<file path="config.mk">
export PLATFORM = sky130hd
export DESIGN_NAME = bresenham_line_rasterizer
export DESIGN_NICKNAME = d
export VERILOG_FILES = /design/src/brl_pkg.sv /design/src/brl_setup.sv /design/src/brl_step_unit.sv /design/src/bresenham_line_rasterizer.sv
export VERILOG_INCLUDE_DIRS = /design/src /design/src/src
export SDC_FILE = /design/constraint.sdc
export NUM_CORES = 1
export LEC_CHECK = 0
export BUFFER_PORTS_ARGS = -buffer_cell sky130_fd_sc_hd__buf_2
export CORE_UTILIZATION = 60
export CTS_BUF_LIST = sky130_fd_sc_hd__clkbuf_16
export DETAILED_ROUTE_END_ITERATION = 8
export GPL_TIMING_DRIVEN = 0
export MAX_ROUTING_LAYER = met4
export PLACE_DENSITY = 0.77
export SYNTH_ARGS = -nofsm -noshare
export SYNTH_HDL_FRONTEND = slang
export SYNTH_HIERARCHICAL = 1
export SYNTH_SLANG_ARGS = --single-unit
</file>
<file path="constraint.sdc">
create_clock -name aclk -period 17.07 [get_ports aclk]
set_input_delay 3.414 -clock aclk [delete_from_list [all_inputs] [get_ports aclk]]
set_output_delay 3.414 -clock aclk [all_outputs]
set_load 0.01 [all_outputs]
</file>
<file path="src/bresenham_line_rasterizer_defines.svh">
// ---------------------------------------------------------------------------
// Assertion macros for the line rasterizer
// Immediate-consequence and next-cycle property macros, empty in synthesis.
// ---------------------------------------------------------------------------
`ifndef BRESENHAM_LINE_RASTERIZER_DEFINES_SVH
`define BRESENHAM_LINE_RASTERIZER_DEFINES_SVH

`ifndef SYNTHESIS
// Antecedent implies consequent in the same cycle.
`define BRL_ASSERT_IMP(lbl, clk, rstn, ante, cons) \
    lbl: assert property (@(posedge clk) disable iff (!(rstn)) (ante) |-> (cons)) \
        else $error("rasterizer assertion failed");
// Antecedent implies consequent in the next cycle.
`define BRL_ASSERT_NXT(lbl, clk, rstn, ante, cons) \
    lbl: assert property (@(posedge clk) disable iff (!(rstn)) (ante) |=> (cons)) \
        else $error("rasterizer assertion failed");
`else
`define BRL_ASSERT_IMP(lbl, clk, rstn, ante, cons)
`define BRL_ASSERT_NXT(lbl, clk, rstn, ante, cons)
`endif

`endif

</file>
<file path="src/brl_pkg.sv">
// ---------------------------------------------------------------------------
// Line rasterizer package
// Widths, sequencer states, register indexes and the walk descriptor.
// ---------------------------------------------------------------------------
`default_nettype none

package brl_pkg;

    localparam int COORD_W = 6;
    localparam int DIM_W   = 7;
    localparam int ERR_W   = 8;
    localparam int IDX_W   = 12;
    localparam int COLOR_W = 8;
    localparam int TDATA_W = 56;
    localparam int ADDR_W  = 2;

    localparam logic [ADDR_W-1:0] REG_CANVAS_WIDTH  = 2'd0;
    localparam logic [ADDR_W-1:0] REG_CANVAS_HEIGHT = 2'd1;

    typedef enum logic [2:0] {
        ST_IDLE  = 3'b001,
        ST_SETUP = 3'b010,
        ST_RUN   = 3'b100
    } state_t;

    // Everything the step loop needs once the endpoints are ordered.
    typedef struct packed {
        logic               steep;
        logic               dir_up;
        logic               zero;
        logic [COORD_W-1:0] major_start;
        logic [COORD_W-1:0] major_end;
        logic [COORD_W-1:0] minor_start;
        logic [COORD_W-1:0] dmaj;
        logic [COORD_W-1:0] dmin;
    } walk_t;

endpackage

`default_nettype wire

</file>
<file path="src/brl_setup.sv">
// ---------------------------------------------------------------------------
// Line setup
// Axis swap for steep lines, endpoint ordering and delta computation.
// ---------------------------------------------------------------------------
`default_nettype none

module brl_setup (
    input  wire logic [brl_pkg::COORD_W-1:0] start_x,
    input  wire logic [brl_pkg::COORD_W-1:0] start_y,
    input  wire logic [brl_pkg::COORD_W-1:0] end_x,
    input  wire logic [brl_pkg::COORD_W-1:0] end_y,
    output brl_pkg::walk_t                   walk
);

    logic [brl_pkg::COORD_W-1:0] adx, ady;
    logic                        steep;
    logic [brl_pkg::COORD_W-1:0] a0, b0, a1, b1;
    logic [brl_pkg::COORD_W-1:0] ma0, mb0, ma1, mb1;

    always_comb begin
        adx   = (end_x > start_x) ? end_x - start_x : start_x - end_x;
        ady   = (end_y > start_y) ? end_y - start_y : start_y - end_y;
        steep = ady > adx;
        a0    = steep ? start_y : start_x;
        b0    = steep ? start_x : start_y;
        a1    = steep ? end_y   : end_x;
        b1    = steep ? end_x   : end_y;
        // Order so the major coordinate rises.
        if (a0 > a1) begin
            ma0 = a1; mb0 = b1; ma1 = a0; mb1 = b0;
        end else begin
            ma0 = a0; mb0 = b0; ma1 = a1; mb1 = b1;
        end
        walk.steep       = steep;
        walk.dir_up      = mb0 < mb1;
        walk.major_start = ma0;
        walk.major_end   = ma1;
        walk.minor_start = mb0;
        walk.dmaj        = ma1 - ma0;
        walk.dmin        = (mb1 > mb0) ? mb1 - mb0 : mb0 - mb1;
        walk.zero        = (ma1 == ma0);
    end

endmodule

`default_nettype wire

</file>
<file path="src/brl_step_unit.sv">
// ---------------------------------------------------------------------------
// Bresenham step unit
// Error-term update and minor-axis advance for one major-axis step.
// ---------------------------------------------------------------------------
`default_nettype none

module brl_step_unit (
    input  wire logic signed [brl_pkg::ERR_W-1:0]   err,
    input  wire logic        [brl_pkg::COORD_W-1:0] minor,
    input  wire logic        [brl_pkg::COORD_W-1:0] dmaj,
    input  wire logic        [brl_pkg::COORD_W-1:0] dmin,
    input  wire logic                               dir_up,
    output logic signed      [brl_pkg::ERR_W-1:0]   err_out,
    output logic             [brl_pkg::COORD_W-1:0] minor_out
);

    logic signed [brl_pkg::ERR_W-1:0] err_sub;

    always_comb begin
        err_sub = err - $signed({2'b00, dmin});
        if (err_sub < 0) begin
            err_out   = err_sub + $signed({2'b00, dmaj});
            minor_out = dir_up ? minor + 6'd1 : minor - 6'd1;
        end else begin
            err_out   = err_sub;
            minor_out = minor;
        end
    end

endmodule

`default_nettype wire

</file>
<file path="src/bresenham_line_rasterizer.sv">
// ---------------------------------------------------------------------------
// Bresenham line rasterizer
// Walks one line command and streams one pixel-write beat per major step,
// or a single empty beat for a line of no major length.
// The command is captured in ST_IDLE, the walk is loaded in ST_SETUP and
// beats are registered in ST_RUN whenever the output register is free. A
// new command is taken only in ST_IDLE, after the last beat of a line; the
// single step unit is used once per major-axis step.
// Reset: synchronous, active low; canvas registers return to MAX_DIM.
// ---------------------------------------------------------------------------
`default_nettype none

`include "bresenham_line_rasterizer_defines.svh"

module bresenham_line_rasterizer #(
    parameter int MAX_DIM = 64
) (
    input  wire logic                              aclk,
    input  wire logic                              aresetn,
    // Configuration write port.
    input  wire logic                              cfg_we,
    input  wire logic [brl_pkg::ADDR_W-1:0]        cfg_addr,
    input  wire logic [brl_pkg::DIM_W-1:0]         cfg_wdata,
    // Command stream.
    input  wire logic                              s_tvalid,
    output logic                                   s_tready,
    // start_x[5:0], start_y[11:6], end_x[17:12], end_y[23:18],
    // red[31:24], green[39:32], blue[47:40], alpha[55:48]
    input  wire logic [brl_pkg::TDATA_W-1:0]       s_tdata,
    // Pixel stream.
    output logic                                   m_tvalid,
    input  wire logic                              m_tready,
    // pixel_x[5:0], pixel_y[11:6], pixel_index[23:12],
    // out_red[31:24], out_green[39:32], out_blue[47:40], out_alpha[55:48]
    output logic [brl_pkg::TDATA_W-1:0]            m_tdata,
    // write_enable[0]
    output logic                                   m_tuser,
    output logic                                   m_tlast
);

    localparam logic [brl_pkg::DIM_W-1:0] MaxDimV = brl_pkg::DIM_W'(MAX_DIM);

    // Canvas registers.
    logic [brl_pkg::DIM_W-1:0] width_reg, height_reg;
    logic [brl_pkg::DIM_W-1:0] eff_w, eff_h;

    // Command held for the whole line.
    logic [brl_pkg::COORD_W-1:0] sx_reg, sy_reg, ex_reg, ey_reg;
    logic [4*brl_pkg::COLOR_W-1:0] color_reg;

    // Sequencer and walk state.
    brl_pkg::state_t state_reg, state_next;
    brl_pkg::walk_t  walk_reg, walk_setup;
    logic [brl_pkg::COORD_W-1:0]      major_reg, minor_reg;
    logic signed [brl_pkg::ERR_W-1:0] err_reg;
    logic signed [brl_pkg::ERR_W-1:0] err_step;
    logic [brl_pkg::COORD_W-1:0]      minor_step;

    // Output register.
    logic                          m_valid_reg;
    logic [brl_pkg::TDATA_W-1:0]   m_data_reg;
    logic                          m_user_reg, m_last_reg;

    logic                          in_beat, out_free, emit;
    logic                          step_last, in_canvas;
    logic [brl_pkg::COORD_W-1:0]   px, py;
    logic [brl_pkg::IDX_W-1:0]     pix_index;

    assign s_tready = (state_reg == brl_pkg::ST_IDLE);
    assign in_beat  = s_tvalid && s_tready;
    assign out_free = !m_valid_reg || m_tready;
    assign emit     = (state_reg == brl_pkg::ST_RUN) && out_free;

    assign m_tvalid = m_valid_reg;
    assign m_tdata  = m_data_reg;
    assign m_tuser  = m_user_reg;
    assign m_tlast  = m_last_reg;

    // Register values above the largest canvas count as the largest canvas.
    assign eff_w = (width_reg  > MaxDimV) ? MaxDimV : width_reg;
    assign eff_h = (height_reg > MaxDimV) ? MaxDimV : height_reg;

    brl_setup u_setup (
        .start_x (sx_reg),
        .start_y (sy_reg),
        .end_x   (ex_reg),
        .end_y   (ey_reg),
        .walk    (walk_setup)
    );

    brl_step_unit u_step (
        .err       (err_reg),
        .minor     (minor_reg),
        .dmaj      (walk_reg.dmaj),
        .dmin      (walk_reg.dmin),
        .dir_up    (walk_reg.dir_up),
        .err_out   (err_step),
        .minor_out (minor_step)
    );

    // Point of the current step, in canvas orientation, and its address.
    always_comb begin
        px        = walk_reg.steep ? minor_reg : major_reg;
        py        = walk_reg.steep ? major_reg : minor_reg;
        step_last = ({1'b0, major_reg} + 7'd1) == {1'b0, walk_reg.major_end};
        in_canvas = ({1'b0, px} < eff_w) && ({1'b0, py} < eff_h);
        pix_index = brl_pkg::IDX_W'(px) +
                    brl_pkg::IDX_W'(brl_pkg::IDX_W'(py) * brl_pkg::IDX_W'(eff_w));
    end

    always_comb begin
        state_next = state_reg;
        unique case (state_reg)
            brl_pkg::ST_IDLE: begin
                if (in_beat) begin
                    state_next = brl_pkg::ST_SETUP;
                end
            end
            brl_pkg::ST_SETUP: begin
                state_next = brl_pkg::ST_RUN;
            end
            brl_pkg::ST_RUN: begin
                if (emit && (walk_reg.zero || step_last)) begin
                    state_next = brl_pkg::ST_IDLE;
                end
            end
            default: begin
                state_next = brl_pkg::ST_IDLE;
            end
        endcase
    end

    always_ff @(posedge aclk) begin
        if (!aresetn) begin
            state_reg   <= brl_pkg::ST_IDLE;
            m_valid_reg <= 1'b0;
            width_reg   <= MaxDimV;
            height_reg  <= MaxDimV;
        end else begin
            state_reg <= state_next;
            if (emit) begin
                m_valid_reg <= 1'b1;
            end else if (m_tready) begin
                m_valid_reg <= 1'b0;
            end
            if (cfg_we) begin
                if (cfg_addr == brl_pkg::REG_CANVAS_WIDTH) begin
                    width_reg <= cfg_wdata;
                end else if (cfg_addr == brl_pkg::REG_CANVAS_HEIGHT) begin
                    height_reg <= cfg_wdata;
                end
            end
        end
    end

    // Payload registers: command capture, walk state and the output beat.
    always_ff @(posedge aclk) begin
        if (in_beat) begin
            sx_reg    <= s_tdata[5:0];
            sy_reg    <= s_tdata[11:6];
            ex_reg    <= s_tdata[17:12];
            ey_reg    <= s_tdata[23:18];
            color_reg <= s_tdata[55:24];
        end
        if (state_reg == brl_pkg::ST_SETUP) begin
            walk_reg  <= walk_setup;
            major_reg <= walk_setup.major_start;
            minor_reg <= walk_setup.minor_start;
            err_reg   <= $signed({3'b000, walk_setup.dmaj[5:1]});
        end else if (emit) begin
            major_reg <= major_reg + 6'd1;
            minor_reg <= minor_step;
            err_reg   <= err_step;
        end
        if (emit) begin
            if (walk_reg.zero) begin
                // A line of no major length gives one empty closing beat.
                m_data_reg <= '0;
                m_user_reg <= 1'b0;
                m_last_reg <= 1'b1;
            end else begin
                m_data_reg[5:0]   <= px;
                m_data_reg[11:6]  <= py;
                m_data_reg[23:12] <= in_canvas ? pix_index : '0;
                m_data_reg[55:24] <= in_canvas ? color_reg : '0;
                m_user_reg        <= in_canvas;
                m_last_reg        <= step_last;
            end
        end
    end

    // A clipped beat carries neither an address nor a color.
    `BRL_ASSERT_IMP(a_clip_zero, aclk, aresetn, m_tvalid && !m_tuser, m_tdata[55:12] == '0)
    // A written pixel always lies on the effective canvas.
    `BRL_ASSERT_IMP(a_on_canvas, aclk, aresetn, m_tvalid && m_tuser, ({1'b0, m_tdata[5:0]} < eff_w) && ({1'b0, m_tdata[11:6]} < eff_h))
    // Once a command is taken the block stays busy for its setup.
    `BRL_ASSERT_NXT(a_busy, aclk, aresetn, s_tvalid && s_tready, !s_tready && (state_reg == brl_pkg::ST_SETUP))

endmodule

`default_nettype wire

</file>
==> impl_results.md <==
* Port bufs at 129
* Violation count after the first detailed-routing iteration at 719
* Fillers at 1437
* Outcome: finished clean
* # placed instances at 1485
* Core area at 19500 um^2
* Ports at 130
* Number of diodes at 0
* Worst slack, placed at 7.20 ns
* Yosys warnings at 6
* Post-CTS resize count at 0
* GR Util met3 at 5.30%
* Residual DRC at 0
* Post-Synthesis Cells at 1089
* #FFs+latches synth at 173
* Internal at 1.31 mW
* Num CTS Buffers at 17
* Kind of end point of the critical path: register
* Unrepaired setup endpoints after global routing: no
* FP Rows at 51
* Worst hold path class: reg2reg
* NumNets Final at 1444
* Tcrit/Tclk final at 59.4%
* Met1 Use GR at 36.9%
* Tightest Pin Transition at 0.896 ns
* Die Area at 20400 um^2
* Worst EP required at 17.25 ns
* Area grow syn2layout at 14.0%
* Finished Layout Cells at 1517
* DRT antenna net count at 0
* Global-route wire length before repair at 43400 um
* Leading area contributor after synthesis: edfxtp_1
* Slew margin rel. at 40.1%
* Fmax achieved at 0.0987 GHz
* Clk sink count at 173
* Post-cts hold buffer count at 0
* Worst ir drop on vdd at 0.000166 V
* Worst Path Max Fanout at 10
* Switch share at 43.4%
* Root Driver: clkbuf_16
* Initial core utilization at 61.1%
* Clock tree from TritonCTS: done
* Pin count of the biggest net entering global routing at 46
* Final WS setup at 6.93 ns
* Total number of vias at 8797
* Area occupied by multi-input gates at 6310 um^2
* WL final at 27000 um
* EDFF count, synth at 152
* Pleak at 5.90 nW
* Pwr Density at 170 nW/um^2
* Horiz. Die Dim at 143 um
* Comb pwr share at 58.1%
* CTS Buffer Depth at 2
* Distinct cell type count after synthesis at 82
* Setup violations, final at 0
* Clock power share at 18.1%
* Top cell by count, worst path: a21oi_1
* Post-Syn Nets at 1294
* Mapped Area at 11900 um^2
* Die Y at 143 um
* Setup Skew at 0.0183 ns
* Pins Over Slew Limit at 0
* Asr flop ratio synth at 0%
* Gr ovfl total at 0
* WL/cell at 17.8 um
* Hold Fails Final Rpt at 0
* First-pass iteration count of the detailed router at 5
* Initial antenna violation count at 0
* Hpwl dp at 20100 um
* WP data arrival at 10.31 ns
* Startpoint types: register
* Register area share after synthesis at 41.9%
* GPL Wtd Cong at 0.953
* Synth area leaders: edfxtp_1 38%, ha_1 11%, mux2i_1 6.0%
* Vias per Instance at 5.80
* Ys flop type: edfxtp_1
* Sequential power share at 23.8%
* Setup TNS at 0 ns
* Crit path largest cell delay at 0.48 ns
* Gr usage total at 28.7%
* Gr busiest metal: met2
* Top-area cell type share of the netlist area at 38.4%
* Max reg flops at 56
* Max-Cap Viols at 0
* Global routing usage on met2 at 45.3%
* Slowest CP cell: edfxtp_1
* Vias in the first global route at 8737
* Crit Path Category: reg2reg
* Final min period at 10.14 ns
* Avg Cell Area, Syn at 10.9 um^2
* Register cell area after layout at 4980 um^2
* H-tree depth at 4
* Psw at 1.00 mW
* Post-CTS setup repair buffer count at 0
* Skew-Pair Late Insertion Delay at 0.44 ns
* Worst-path clk slew at 0.08 ns
* Layout cells sized above 1 at 19.2%
==> area by class of cell <==
cell class	count	area share, %
flip-flops and latches	173	36.8
repair buffers	131	5.06
clock buffers	17	3.14
clock inverters	15	1.66
multi-input cells	773	46.6
plain buffers	41	1.57
inverters	102	2.82
well taps	265	2.44
==> routing by layer <==
layer	wire, um	vias to the layer above
li1	-	4256
met1	12000	4169
met2	12600	311
met3	1750	61
met4	660	0
met5	0	-
==> critical path: cells and delay by family (launching register included) <==
| family | cells | cell delay [ns] |
|---|---|---|
| adder cells (fa/ha/maj) | 5 | 1.56 |
| buffers and inverters | 11 | 2.00 |
| multiplexers | 4 | 1.13 |
| flip-flops | 1 | 0.48 |
| AND/OR/NAND/NOR | 5 | 0.80 |
| XOR/XNOR | 2 | 0.20 |
| AO/OA/AOI/OAI | 19 | 3.68 |
==> cell families after synthesis <==
family / synth area share [%]
AO/OA/AOI/OAI: 11.4
XOR/XNOR: 3.85
adder cells (fa/ha/maj): 16.3
buffers and inverters: 5.00
flip-flops: 41.9
multiplexers: 7.54
AND/OR/NAND/NOR: 14.0
==> cells in the final DEF (no fill, tap or decap), types with 24 or more instances in the layout <==
master,netlist,layout
edfxtp_1,152,152
xnor2_1,24,24
buf_2,13,143
a21o_1,24,24
ha_1,103,103
nand2_1,86,86
inv_1,99,97
nor2_1,81,81
nor4b_1,25,25
mux2i_1,71,71
a21oi_1,59,59
fa_1,32,32
==> through the flow <==
stage | power, mW | instance area, um^2 | hold WS [ns] | util (%)
after floorplan | 1.59 | 11900 | 0.441 | -
after global placement | 1.83 | 12900 | 0.472 | 66.1
after detailed placement | 1.85 | 12900 | 0.481 | 66.3
after CTS | 2.30 | 13600 | 0.494 | 69.7
after global routing | 2.45 | 13600 | 0.539 | 69.7
final | 2.31 | 13600 | 0.489 | 69.7
==> path summary, 6_finish.rpt <==
check	cells after the start	slack [ns]	end	start
worst max register to register	46	6.93	walk_reg[5]	ex_reg[0]
worst min register to register	2	0.49	err_reg[5]	err_reg[5]
worst min-delay path	2	0.49	err_reg[5]	err_reg[5]
worst max-delay path	46	6.93	walk_reg[5]	ex_reg[0]
==> cell usage after synthesis, drive strengths merged (4+ instances only) <==
cell,n
a211oi,19
a21o,24
a21oi,61
a31oi,16
and3,5
and4,4
buf,25
clkbuf,16
dfxtp,21
edfxtp,152
fa,32
ha,103
inv,100
mux2,15
mux2i,72
nand2,88
nand2b,7
nand3,19
nand4,5
nor2,81
nor2b,20
nor3,13
nor4,13
nor4b,36
o2111ai,4
o211ai,6
o21a,4
o21ai,28
o21bai,6
or2,7
xnor2,24
xor2,23
==> power groups by stage <==
stage / clock (mW) / combinational [mW] / sequential, mW
after floorplan: 0 / 1.03 / 0.556
after global placement: 0 / 1.26 / 0.560
after detailed placement: 0 / 1.29 / 0.560
after CTS: 0.426 / 1.32 / 0.551
after global routing: 0.440 / 1.46 / 0.553
final: 0.418 / 1.34 / 0.551
(Power assumes the default switching activity.)
